$ cat src/rtl/core/urs_pkg.sv
package urs_pkg;

    // Fixed field widths of the measurement channel.
    localparam int DIST_W    = 16;
    localparam int CFG_W     = 16;
    localparam int SENSOR_W  = 2;
    localparam int TRIG_W    = 3;
    localparam int NUM_VIEWS = 3;

    // Distance reported and stored when no echo came back in time.
    localparam logic [DIST_W-1:0] NO_ECHO = 16'hFFFF;

    // Reset values of the configuration registers.
    localparam logic [CFG_W-1:0] PULSE_RESET   = 16'd3;
    localparam logic [CFG_W-1:0] TIMEOUT_RESET = 16'd10000;

    // Reset values of the distance store: sensor 0 reads 1, the rest read 0.
    localparam logic [DIST_W-1:0] DIST_RESET_FIRST = 16'd1;
    localparam logic [DIST_W-1:0] DIST_RESET_OTHER = 16'd0;

    // Configuration register indexes.
    localparam int CFG_IDX_W = 1;
    localparam logic [CFG_IDX_W-1:0] CFG_PULSE_TICKS   = 1'b0;
    localparam logic [CFG_IDX_W-1:0] CFG_TIMEOUT_TICKS = 1'b1;

    // Phase of the ranging cycle.
    typedef enum logic [1:0] {
        PH_TRIGGER = 2'b01,
        PH_LISTEN  = 2'b10
    } t_phase;

    // What one tick produces, passed from the timer to the store and output.
    typedef struct packed {
        logic [TRIG_W-1:0]   trigger_lines;
        logic                meas_valid;
        logic                meas_timeout;
        logic [SENSOR_W-1:0] meas_sensor;
        logic [DIST_W-1:0]   meas_distance;
    } t_meas;

    // One full result item as held in the output register.
    typedef struct packed {
        t_meas             meas;
        logic [DIST_W-1:0] left_distance;
        logic [DIST_W-1:0] center_distance;
        logic [DIST_W-1:0] right_distance;
    } t_out_item;

endpackage

$ cat src/rtl/core/urs_in_if.sv
interface urs_in_if;
    logic valid;
    logic ready;
    logic echo_level;

    modport source (output valid, output echo_level, input ready);
    modport sink   (input valid, input echo_level, output ready);
endinterface

$ cat src/rtl/core/urs_out_if.sv
interface urs_out_if;
    logic                           valid;
    logic                           ready;
    logic [urs_pkg::TRIG_W-1:0]     trigger_lines;
    logic                           meas_valid;
    logic [urs_pkg::SENSOR_W-1:0]   meas_sensor;
    logic [urs_pkg::DIST_W-1:0]     meas_distance;
    logic                           meas_timeout;
    logic [urs_pkg::DIST_W-1:0]     left_distance;
    logic [urs_pkg::DIST_W-1:0]     center_distance;
    logic [urs_pkg::DIST_W-1:0]     right_distance;

    modport source (
        output valid, output trigger_lines, output meas_valid, output meas_sensor,
        output meas_distance, output meas_timeout, output left_distance,
        output center_distance, output right_distance, input ready
    );
    modport sink (
        input valid, input trigger_lines, input meas_valid, input meas_sensor,
        input meas_distance, input meas_timeout, input left_distance,
        input center_distance, input right_distance, output ready
    );
endinterface

$ cat src/rtl/core/urs_timer.sv
module urs_timer #(
    parameter int NUM_SENSORS = 3,
    parameter int COUNT_WIDTH = 16
) (
    input  logic                       i_clk,
    input  logic                       i_rst_n,
    input  logic                       i_step,
    input  logic                       i_echo,
    input  logic [urs_pkg::CFG_W-1:0]  i_pulse_ticks,
    input  logic [urs_pkg::CFG_W-1:0]  i_timeout_ticks,
    output urs_pkg::t_meas             o_meas
);
    localparam int DIFF_W = (COUNT_WIDTH > urs_pkg::DIST_W) ? COUNT_WIDTH : urs_pkg::DIST_W;
    localparam logic [urs_pkg::SENSOR_W-1:0] LAST_SENSOR =
        urs_pkg::SENSOR_W'(NUM_SENSORS - 1);

    urs_pkg::t_phase               r_phase, n_phase;
    logic                          r_expect_fall, n_expect_fall;
    logic                          r_capture_done, n_capture_done;
    logic [COUNT_WIDTH-1:0]        r_tick, n_tick;
    logic [COUNT_WIDTH-1:0]        r_stamp, n_stamp;
    logic [urs_pkg::SENSOR_W-1:0]  r_sensor, n_sensor;
    logic                          r_echo_prev;

    logic                          w_rise;
    logic                          w_fall;
    logic [COUNT_WIDTH-1:0]        w_pulse_cmp;
    logic [COUNT_WIDTH-1:0]        w_timeout_cmp;
    logic [DIFF_W-1:0]             w_diff;
    logic [urs_pkg::SENSOR_W-1:0]  w_next_sensor;
    logic                          w_captured;

    // Compare values keep only the counter's width.
    assign w_pulse_cmp   = COUNT_WIDTH'(i_pulse_ticks);
    assign w_timeout_cmp = COUNT_WIDTH'(i_timeout_ticks);

    assign w_rise = i_echo & ~r_echo_prev;
    assign w_fall = ~i_echo & r_echo_prev;

    // Echo width wraps at 16 bits.
    assign w_diff = DIFF_W'(r_tick) - DIFF_W'(r_stamp);

    // Round-robin sensor advance.
    assign w_next_sensor = (r_sensor == LAST_SENSOR) ? '0 : r_sensor + 1'b1;

    // Next-state and result logic for one tick.
    always_comb begin
        n_phase        = r_phase;
        n_expect_fall  = r_expect_fall;
        n_capture_done = r_capture_done;
        n_tick         = r_tick;
        n_stamp        = r_stamp;
        n_sensor       = r_sensor;
        w_captured     = 1'b0;
        o_meas         = '0;

        case (r_phase)
            urs_pkg::PH_TRIGGER: begin
                o_meas.trigger_lines = urs_pkg::TRIG_W'(4'b0001 << r_sensor);
                if (r_tick == w_pulse_cmp) begin
                    n_phase        = urs_pkg::PH_LISTEN;
                    n_tick         = '0;
                    n_capture_done = 1'b0;
                    n_expect_fall  = 1'b0;
                end else begin
                    n_tick = r_tick + 1'b1;
                end
            end
            urs_pkg::PH_LISTEN: begin
                // Edge capture, ignored once a width has been taken.
                if (!r_capture_done) begin
                    if (!r_expect_fall && w_rise) begin
                        n_stamp       = r_tick;
                        n_expect_fall = 1'b1;
                    end else if (r_expect_fall && w_fall) begin
                        w_captured           = 1'b1;
                        n_capture_done       = 1'b1;
                        o_meas.meas_valid    = 1'b1;
                        o_meas.meas_sensor   = r_sensor;
                        o_meas.meas_distance = w_diff[urs_pkg::DIST_W-1:0];
                        n_sensor             = w_next_sensor;
                    end
                end
                // End of the listen window; a capture on this tick wins.
                if (r_tick == w_timeout_cmp) begin
                    if (!r_capture_done && !w_captured) begin
                        o_meas.meas_valid    = 1'b1;
                        o_meas.meas_timeout  = 1'b1;
                        o_meas.meas_sensor   = r_sensor;
                        o_meas.meas_distance = urs_pkg::NO_ECHO;
                        n_sensor             = w_next_sensor;
                    end
                    n_phase        = urs_pkg::PH_TRIGGER;
                    n_expect_fall  = 1'b0;
                    n_capture_done = 1'b0;
                    n_tick         = '0;
                end else begin
                    n_tick = r_tick + 1'b1;
                end
            end
            default: begin
                n_phase = urs_pkg::PH_TRIGGER;
                n_tick  = '0;
            end
        endcase
    end

    // State registers advance once per tick.
    always_ff @(posedge i_clk) begin
        if (!i_rst_n) begin
            r_phase        <= urs_pkg::PH_TRIGGER;
            r_expect_fall  <= 1'b0;
            r_capture_done <= 1'b0;
            r_tick         <= '0;
            r_stamp        <= '0;
            r_sensor       <= '0;
            r_echo_prev    <= 1'b0;
        end else if (i_step) begin
            r_phase        <= n_phase;
            r_expect_fall  <= n_expect_fall;
            r_capture_done <= n_capture_done;
            r_tick         <= n_tick;
            r_stamp        <= n_stamp;
            r_sensor       <= n_sensor;
            r_echo_prev    <= i_echo;
        end
    end

endmodule

$ cat src/rtl/core/urs_store.sv
module urs_store #(
    parameter int NUM_SENSORS = 3
) (
    input  logic                       i_clk,
    input  logic                       i_rst_n,
    input  logic                       i_step,
    input  urs_pkg::t_meas             i_meas,
    output logic [urs_pkg::DIST_W-1:0] o_dist [urs_pkg::NUM_VIEWS]
);
    logic [urs_pkg::DIST_W-1:0] r_dist [NUM_SENSORS];
    logic [urs_pkg::DIST_W-1:0] n_dist [NUM_SENSORS];

    // One register per sensor; the recorded result overwrites its entry.
    for (genvar g = 0; g < NUM_SENSORS; g++) begin : g_entry
        assign n_dist[g] = (i_meas.meas_valid &&
                            i_meas.meas_sensor == urs_pkg::SENSOR_W'(g)) ?
                           i_meas.meas_distance : r_dist[g];

        always_ff @(posedge i_clk) begin
            if (!i_rst_n) begin
                r_dist[g] <= (g == 0) ? urs_pkg::DIST_RESET_FIRST :
                                        urs_pkg::DIST_RESET_OTHER;
            end else if (i_step) begin
                r_dist[g] <= n_dist[g];
            end
        end
    end

    // Views show the distances after this tick; no sensor behind a view reads 0.
    for (genvar v = 0; v < urs_pkg::NUM_VIEWS; v++) begin : g_view
        if (v < NUM_SENSORS) begin : g_used
            assign o_dist[v] = n_dist[v];
        end else begin : g_unused
            assign o_dist[v] = '0;
        end
    end

endmodule

$ cat src/rtl/core/ultrasonic_ranging_scanner.sv
// Ultrasonic ranging scanner for up to three sensors (three views) sharing one
// echo line. Each request on the input channel is one timer tick carrying the
// sampled echo level; each tick yields exactly one result request carrying the
// trigger lines, any distance or timeout recorded on that tick, and the three
// stored distances after that tick. The block takes one tick per clock cycle
// when the output side keeps up; a result is offered once its tick has passed
// the input register, the tick logic and the result register. pulse_ticks and
// timeout_ticks are written through the configuration port; the user must do
// so only while no tick is in flight, as the block itself does not enforce it.
module ultrasonic_ranging_scanner #(
    parameter int NUM_SENSORS = 3,
    parameter int COUNT_WIDTH = 16
) (
    input  logic                           i_clk,
    input  logic                           i_rst_n,
    input  logic                           i_cfg_we,
    input  logic [urs_pkg::CFG_IDX_W-1:0]  i_cfg_idx,
    input  logic [urs_pkg::CFG_W-1:0]      i_cfg_data,
    urs_in_if.sink                         i_in,
    urs_out_if.source                      o_out
);
    logic [urs_pkg::CFG_W-1:0]  r_pulse_ticks;
    logic [urs_pkg::CFG_W-1:0]  r_timeout_ticks;
    logic                       r_in_valid;
    logic                       r_in_echo;
    logic                       r_out_valid;
    urs_pkg::t_out_item         r_out;

    logic                       w_step;
    urs_pkg::t_meas             w_meas;
    logic [urs_pkg::DIST_W-1:0] w_dist [urs_pkg::NUM_VIEWS];

    // Configuration registers.
    always_ff @(posedge i_clk) begin
        if (!i_rst_n) begin
            r_pulse_ticks   <= urs_pkg::PULSE_RESET;
            r_timeout_ticks <= urs_pkg::TIMEOUT_RESET;
        end else if (i_cfg_we) begin
            case (i_cfg_idx)
                urs_pkg::CFG_PULSE_TICKS:   r_pulse_ticks   <= i_cfg_data;
                urs_pkg::CFG_TIMEOUT_TICKS: r_timeout_ticks <= i_cfg_data;
                default: ;
            endcase
        end
    end

    // A held tick is processed when the result register is free or draining.
    assign w_step     = r_in_valid && (!r_out_valid || o_out.ready);
    assign i_in.ready = !r_in_valid || w_step;

    // Input register.
    always_ff @(posedge i_clk) begin
        if (!i_rst_n) begin
            r_in_valid <= 1'b0;
        end else if (i_in.valid && i_in.ready) begin
            r_in_valid <= 1'b1;
        end else if (w_step) begin
            r_in_valid <= 1'b0;
        end
    end

    always_ff @(posedge i_clk) begin
        if (i_in.valid && i_in.ready) begin
            r_in_echo <= i_in.echo_level;
        end
    end

    urs_timer #(
        .NUM_SENSORS (NUM_SENSORS),
        .COUNT_WIDTH (COUNT_WIDTH)
    ) u_timer (
        .i_clk           (i_clk),
        .i_rst_n         (i_rst_n),
        .i_step          (w_step),
        .i_echo          (r_in_echo),
        .i_pulse_ticks   (r_pulse_ticks),
        .i_timeout_ticks (r_timeout_ticks),
        .o_meas          (w_meas)
    );

    urs_store #(
        .NUM_SENSORS (NUM_SENSORS)
    ) u_store (
        .i_clk   (i_clk),
        .i_rst_n (i_rst_n),
        .i_step  (w_step),
        .i_meas  (w_meas),
        .o_dist  (w_dist)
    );

    // Result register.
    always_ff @(posedge i_clk) begin
        if (!i_rst_n) begin
            r_out_valid <= 1'b0;
        end else if (w_step) begin
            r_out_valid <= 1'b1;
        end else if (o_out.ready) begin
            r_out_valid <= 1'b0;
        end
    end

    always_ff @(posedge i_clk) begin
        if (w_step) begin
            r_out.meas            <= w_meas;
            r_out.left_distance   <= w_dist[0];
            r_out.center_distance <= w_dist[1];
            r_out.right_distance  <= w_dist[2];
        end
    end

    assign o_out.valid           = r_out_valid;
    assign o_out.trigger_lines   = r_out.meas.trigger_lines;
    assign o_out.meas_valid      = r_out.meas.meas_valid;
    assign o_out.meas_sensor     = r_out.meas.meas_sensor;
    assign o_out.meas_distance   = r_out.meas.meas_distance;
    assign o_out.meas_timeout    = r_out.meas.meas_timeout;
    assign o_out.left_distance   = r_out.left_distance;
    assign o_out.center_distance = r_out.center_distance;
    assign o_out.right_distance  = r_out.right_distance;

endmodule

$ cat src/flat_wrapper.sv
// flat-port wrapper written by rule: the top's interface ports become plain ports
module ultrasonic_ranging_scanner_flat 
#(
    parameter int NUM_SENSORS = 3,
    parameter int COUNT_WIDTH = 16
)
  (i_clk, i_rst_n, i_cfg_we, i_cfg_idx, i_cfg_data, i_in_valid, i_in_echo_level, i_in_ready, o_out_valid, o_out_trigger_lines, o_out_meas_valid, o_out_meas_sensor, o_out_meas_distance, o_out_meas_timeout, o_out_left_distance, o_out_center_distance, o_out_right_distance, o_out_ready);
  urs_in_if i_in_i ();
  urs_out_if o_out_i ();
  input  logic i_clk;
  input  logic i_rst_n;
  input  logic i_cfg_we;
  input  logic [urs_pkg::CFG_IDX_W-1:0] i_cfg_idx;
  input  logic [urs_pkg::CFG_W-1:0] i_cfg_data;
  input wire logic [$bits(i_in_i.valid)-1:0] i_in_valid;
  input wire logic [$bits(i_in_i.echo_level)-1:0] i_in_echo_level;
  output wire logic [$bits(i_in_i.ready)-1:0] i_in_ready;
  output wire logic [$bits(o_out_i.valid)-1:0] o_out_valid;
  output wire logic [$bits(o_out_i.trigger_lines)-1:0] o_out_trigger_lines;
  output wire logic [$bits(o_out_i.meas_valid)-1:0] o_out_meas_valid;
  output wire logic [$bits(o_out_i.meas_sensor)-1:0] o_out_meas_sensor;
  output wire logic [$bits(o_out_i.meas_distance)-1:0] o_out_meas_distance;
  output wire logic [$bits(o_out_i.meas_timeout)-1:0] o_out_meas_timeout;
  output wire logic [$bits(o_out_i.left_distance)-1:0] o_out_left_distance;
  output wire logic [$bits(o_out_i.center_distance)-1:0] o_out_center_distance;
  output wire logic [$bits(o_out_i.right_distance)-1:0] o_out_right_distance;
  input wire logic [$bits(o_out_i.ready)-1:0] o_out_ready;
  assign i_in_i.valid = i_in_valid;
  assign i_in_i.echo_level = i_in_echo_level;
  assign i_in_ready = i_in_i.ready;
  assign o_out_valid = o_out_i.valid;
  assign o_out_trigger_lines = o_out_i.trigger_lines;
  assign o_out_meas_valid = o_out_i.meas_valid;
  assign o_out_meas_sensor = o_out_i.meas_sensor;
  assign o_out_meas_distance = o_out_i.meas_distance;
  assign o_out_meas_timeout = o_out_i.meas_timeout;
  assign o_out_left_distance = o_out_i.left_distance;
  assign o_out_center_distance = o_out_i.center_distance;
  assign o_out_right_distance = o_out_i.right_distance;
  assign o_out_i.ready = o_out_ready;
  ultrasonic_ranging_scanner #(.NUM_SENSORS(NUM_SENSORS), .COUNT_WIDTH(COUNT_WIDTH)) u_core (.i_clk(i_clk), .i_rst_n(i_rst_n), .i_cfg_we(i_cfg_we), .i_cfg_idx(i_cfg_idx), .i_cfg_data(i_cfg_data), .i_in(i_in_i), .o_out(o_out_i));
endmodule
$ cat config.mk
export PLATFORM = sky130hd
export DESIGN_NAME = ultrasonic_ranging_scanner_flat
export DESIGN_NICKNAME = d
export VERILOG_FILES = /design/src/rtl/core/urs_pkg.sv /design/src/rtl/core/urs_in_if.sv /design/src/rtl/core/urs_out_if.sv /design/src/rtl/core/urs_timer.sv /design/src/rtl/core/urs_store.sv /design/src/rtl/core/ultrasonic_ranging_scanner.sv /design/src/flat_wrapper.sv
export SDC_FILE = /design/constraint.sdc
export NUM_CORES = 1
export LEC_CHECK = 0
export BUFFER_PORTS_ARGS = -buffer_cell sky130_fd_sc_hd__buf_2
export CORE_MARGIN = 5
export CORE_UTILIZATION = 45
export CTS_CLUSTER_SIZE = 16
export DETAILED_ROUTE_END_ITERATION = 10
export GPL_TIMING_DRIVEN = 0
export SYNTH_ARGS = -nofsm -noshare
export SYNTH_HDL_FRONTEND = slang
export SYNTH_SLANG_ARGS = --single-unit
$ cat constraint.sdc
create_clock -name i_clk -period 7.45 [get_ports i_clk]
set_input_delay 2.235 -clock i_clk [delete_from_list [all_inputs] [get_ports i_clk]]
set_output_delay 2.235 -clock i_clk [all_outputs]
set_load 0.03 [all_outputs]
==> summary.txt <==
Run status
  – Status: finished clean

Logic synthesis
  – Count of cell types in the netlist: 67
  – Synth cell count leaders: edfxtp_1 (120), nand2_1 (113), dfxtp_1 (73)
  – Async SR Flop Fraction: 0%
  – Largest area contributor in the netlist: edfxtp_1
  – Gate Count Post-Synth: 929
  – Register area share after synthesis: a little over half
  – Post-synth EDFFs: 120
  – Yosys top cell area share: a little under two fifths
  – Yosys reg bits: 193
  – Syn avg cell area: 10.2 µm²
  – Primary FF master, synth: edfxtp_1
  – Synthesized cell area: 0.00951 mm²
  – Top cells by area, synth: edfxtp_1 (38%), dfxtp_1 (15%), nand2_1 (4.5%), xnor2_1 (3.2%), a21oi_1 (2.7%)
  – Top-count cell post-synth: edfxtp_1
  – Syn nets: 972
  – Synth warnings: 0

Clock tree
  – Clk slew on worst S/H paths: 0.07 ns
  – Post-CTS Setup Inserts: 0
  – Post-CTS Resized: 0
  – Root Buffer: clkbuf_16
  – Clock latency on the worst-skew pair: around 0.44 ns
  – CTS tree: done
  – # hold bufs at CTS: 0
  – Clock buffer depth: 2
  – Num CTS Buffers: 17
  – # H-tree levels: 4
  – Clk sinks: 193

Cells and area
  – Final nets: about 1.1k
  – P&R area growth vs syn: 15.1%
  – Register area: ~0.0051 mm²
  – Share of layout cells above drive strength 1: 16.6%
  – Number of fill cells: 1,928
  – Area of the multi-input gates: 0.00402 mm²
  – Non-Filler Instances: 1,331
  – Number of diodes: 0

Setup path
  – FF-to-FF Start: u_core.u_timer.r_tick[0]
  – Crit path DAT: 2.77 ns
  – Worst reg2reg path depth: 10
  – Worst path max stage delay: ~0.18 ns
  – Crit Path Class: input port to primary output
  – Critical path destination: i_in_ready
  – Worst EP required: 5.22 ns
  – R2r endpoint: u_core.o_out.center_distance[6]
  – Slowest cell on crit path: buf_2
  – Most used cell, CP: buf_2
  – Startpoint Class: input port
  – Critical path origin: o_out_ready
  – Critical path, cell by cell: buf_2 > nor2b_1 > nand2_1 > buf_2
  – Critical-path maximum fanout: 3
  – Crit. End Element: primary output
  – R2R Setup Slk: 4.09 ns

Timing
  – Slew Limit Fails: 0
  – Slew margin rel.: 21.0%
  – Final hold vios: 0
  – RSZ-0062 raised after global routing: false
  – Worst-margin pin slew: 1.17 ns
  – Setup ws final: 2.44 ns
  – Sum Neg Setup Slack: 0 ns
  – Fmax: 200 MHz
  – Minimum clock period: about 5 ns
  – Post-route clock period utilization: between 60 and 70%
  – Clock Skews: 0.0116 ns
  – Setup-failing EPs final: 0
  – Worst hold margin: 0.480 ns

Pwr
  – P per Cell Area: 228 mW/mm²
  – LEAKAGE: 0.00411 µW
  – Peak VDD IR: 0.172 mV

Global routing
  – Total gr overflow: 0
  – First-pass GRT wire length: approximately 36,000 µm
  – Largest net degree at the start of global routing: 66
  – GRT Util Overall: a little under a fifth
  – Vias in the first global route: approximately 6.8k
  – Initial antenna violation count: 0

Route
  – Wirelength per Cell: 16.9 µm
  – DRT Pass-1 Iters: 7
  – DRC errors left: 0
  – Via Count: 7,204
  – Final ANT Viol Nets: 0
  – Routed WL: approximately 23,000 µm
  – Initial DRC count: 435
  – Via/cell ratio: 5.41

Floorplan
  – Vert. Die Dim: 155 µm
  – I/O Pins: 96
  – Die W: 155 µm
  – Initial Utilization: approximately 46%
  – Row count: 53
  – DIE AREA: around 0.024 mm²
  – CORE AREA: 0.0209 mm²

Placed design
  – Quantity of I/O buffers inserted on ports: 94
  – Place WS: 2.44 ns
  – Dpl cells: 1,299
  – Detailed Place HPWL: between 15,000 and 20,000 µm
  – Gp weighted congestion: approximately 0.86

Job
  – Max_cap viols: 0

Min path
  – Hold Crit Class: flip-flop to flip-flop
-- worst max-delay path, delay by kind of cell --
kind | cells | cell delay, ns
simple gates | 2 | 0.26
buf+inv | 2 | 0.28
-- metrics by stage --
| step | util, % | total power (µW) | cell area [µm²] |
|---|---|---|---|
| 2_1_floorplan | - | 1490 | 9510 |
| 3_3_place_gp | 49.4 | 1580 | 10300 |
| 3_5_place_dp | 49.6 | 1590 | 10400 |
| 4_1_cts | 52.4 | 2510 | 11000 |
| 5_1_grt | 52.4 | 2600 | 11000 |
| 6_report | 52.4 | 2490 | 11000 |
-- cell families after synthesis --
logic type	count (synthesis)	share of synthesized area, %
and+or+nand+nor	320	16.3
AOI/OAI and AO/OA	242	17.4
DFF	193	53.2
buffers and inverters	94	4.52
xor gates and xnor gates	40	3.76
muxes	20	2.10
adders and majority gates	20	2.71
-- worst min-delay path by stage --
stage                                from                    endpoint  cells after the start
2_1_floorplan  u_core.r_timeout_ticks[12]  u_core.r_timeout_ticks[12]                      2
3_3_place_gp     u_core.r_pulse_ticks[10]    u_core.r_pulse_ticks[10]                      2
3_5_place_dp      u_core.r_pulse_ticks[8]     u_core.r_pulse_ticks[8]                      2
4_1_cts           u_core.r_pulse_ticks[8]     u_core.r_pulse_ticks[8]                      2
5_1_grt        u_core.r_timeout_ticks[10]  u_core.r_timeout_ticks[10]                      2
6_report       u_core.r_timeout_ticks[10]  u_core.r_timeout_ticks[10]                      2
-- metal layers --
metal / global-route usage (%) / up-vias / wire, µm / part of all wire (%)
li1: - / 3615 / - / -
met1: 25.5 / 3391 / 10500 / 46
met2: 30.9 / 170 / 10600 / 47
met3: 3.67 / 28 / 1030 / 4.6
met4: 5.63 / 0 / 458 / 2.0
met5: 0 / - / 0 / 0
-- power breakdown --
part           total, µW  switching, µW  internal, µW
Clock                929            447           482
Sequential          1210           22.2          1190
Combinational        355            232           123
-- cells in the final DEF (no fill, tap or decap), types with 26 or more instances in the layout --
cell | netlist | final
a21boi_0 | 27 | 27
a21oi_1 | 52 | 52
buf_2 | 14 | 108
clkbuf_1 | 40 | 40
dfxtp_1 | 73 | 73
edfxtp_1 | 120 | 120
inv_1 | 27 | 26
nand2_1 | 113 | 113
nand3_1 | 34 | 34
nor2_1 | 54 | 54
nor2b_1 | 27 | 27
o21ai_0 | 50 | 50
xnor2_1 | 35 | 35
-- flip-flops by register name (all words and copies together), names as in the netlist --
signal,cells
u_core.u_timer.r_echo_prev,1
u_core.u_timer.r_expect_fall,1
u_core.r_in_valid,1
u_core.u_timer.r_capture_done,1
u_core.o_out.center_distance,16
u_core.r_pulse_ticks,16
u_core.u_store.r_dist,48
u_core.o_out.left_distance,16
u_core.o_out.trigger_lines,3
u_core.o_out.valid,1
u_core.u_timer.r_sensor,2
u_core.o_out.meas_valid,1
u_core.u_timer.r_stamp,16
u_core.o_out.meas_sensor,2
u_core.r_timeout_ticks,16
u_core.o_out.meas_distance,16
u_core.r_in_echo,1
u_core.o_out.meas_timeout,1
u_core.u_timer.r_tick,16
u_core.o_out.right_distance,16
u_core.u_timer.r_phase,2
-- final cells by class --
cell class	instances	share of cell area, %
multi-input combinational	642	36.7
clock buffer	18	3.92
clock inverter	14	1.50
inverter	27	0.948
buffer	67	3.04
timing repair buffer	95	4.55
sequential	193	46.2
tap	275	3.14
Note: power is estimated with default switching activity, not from simulation.
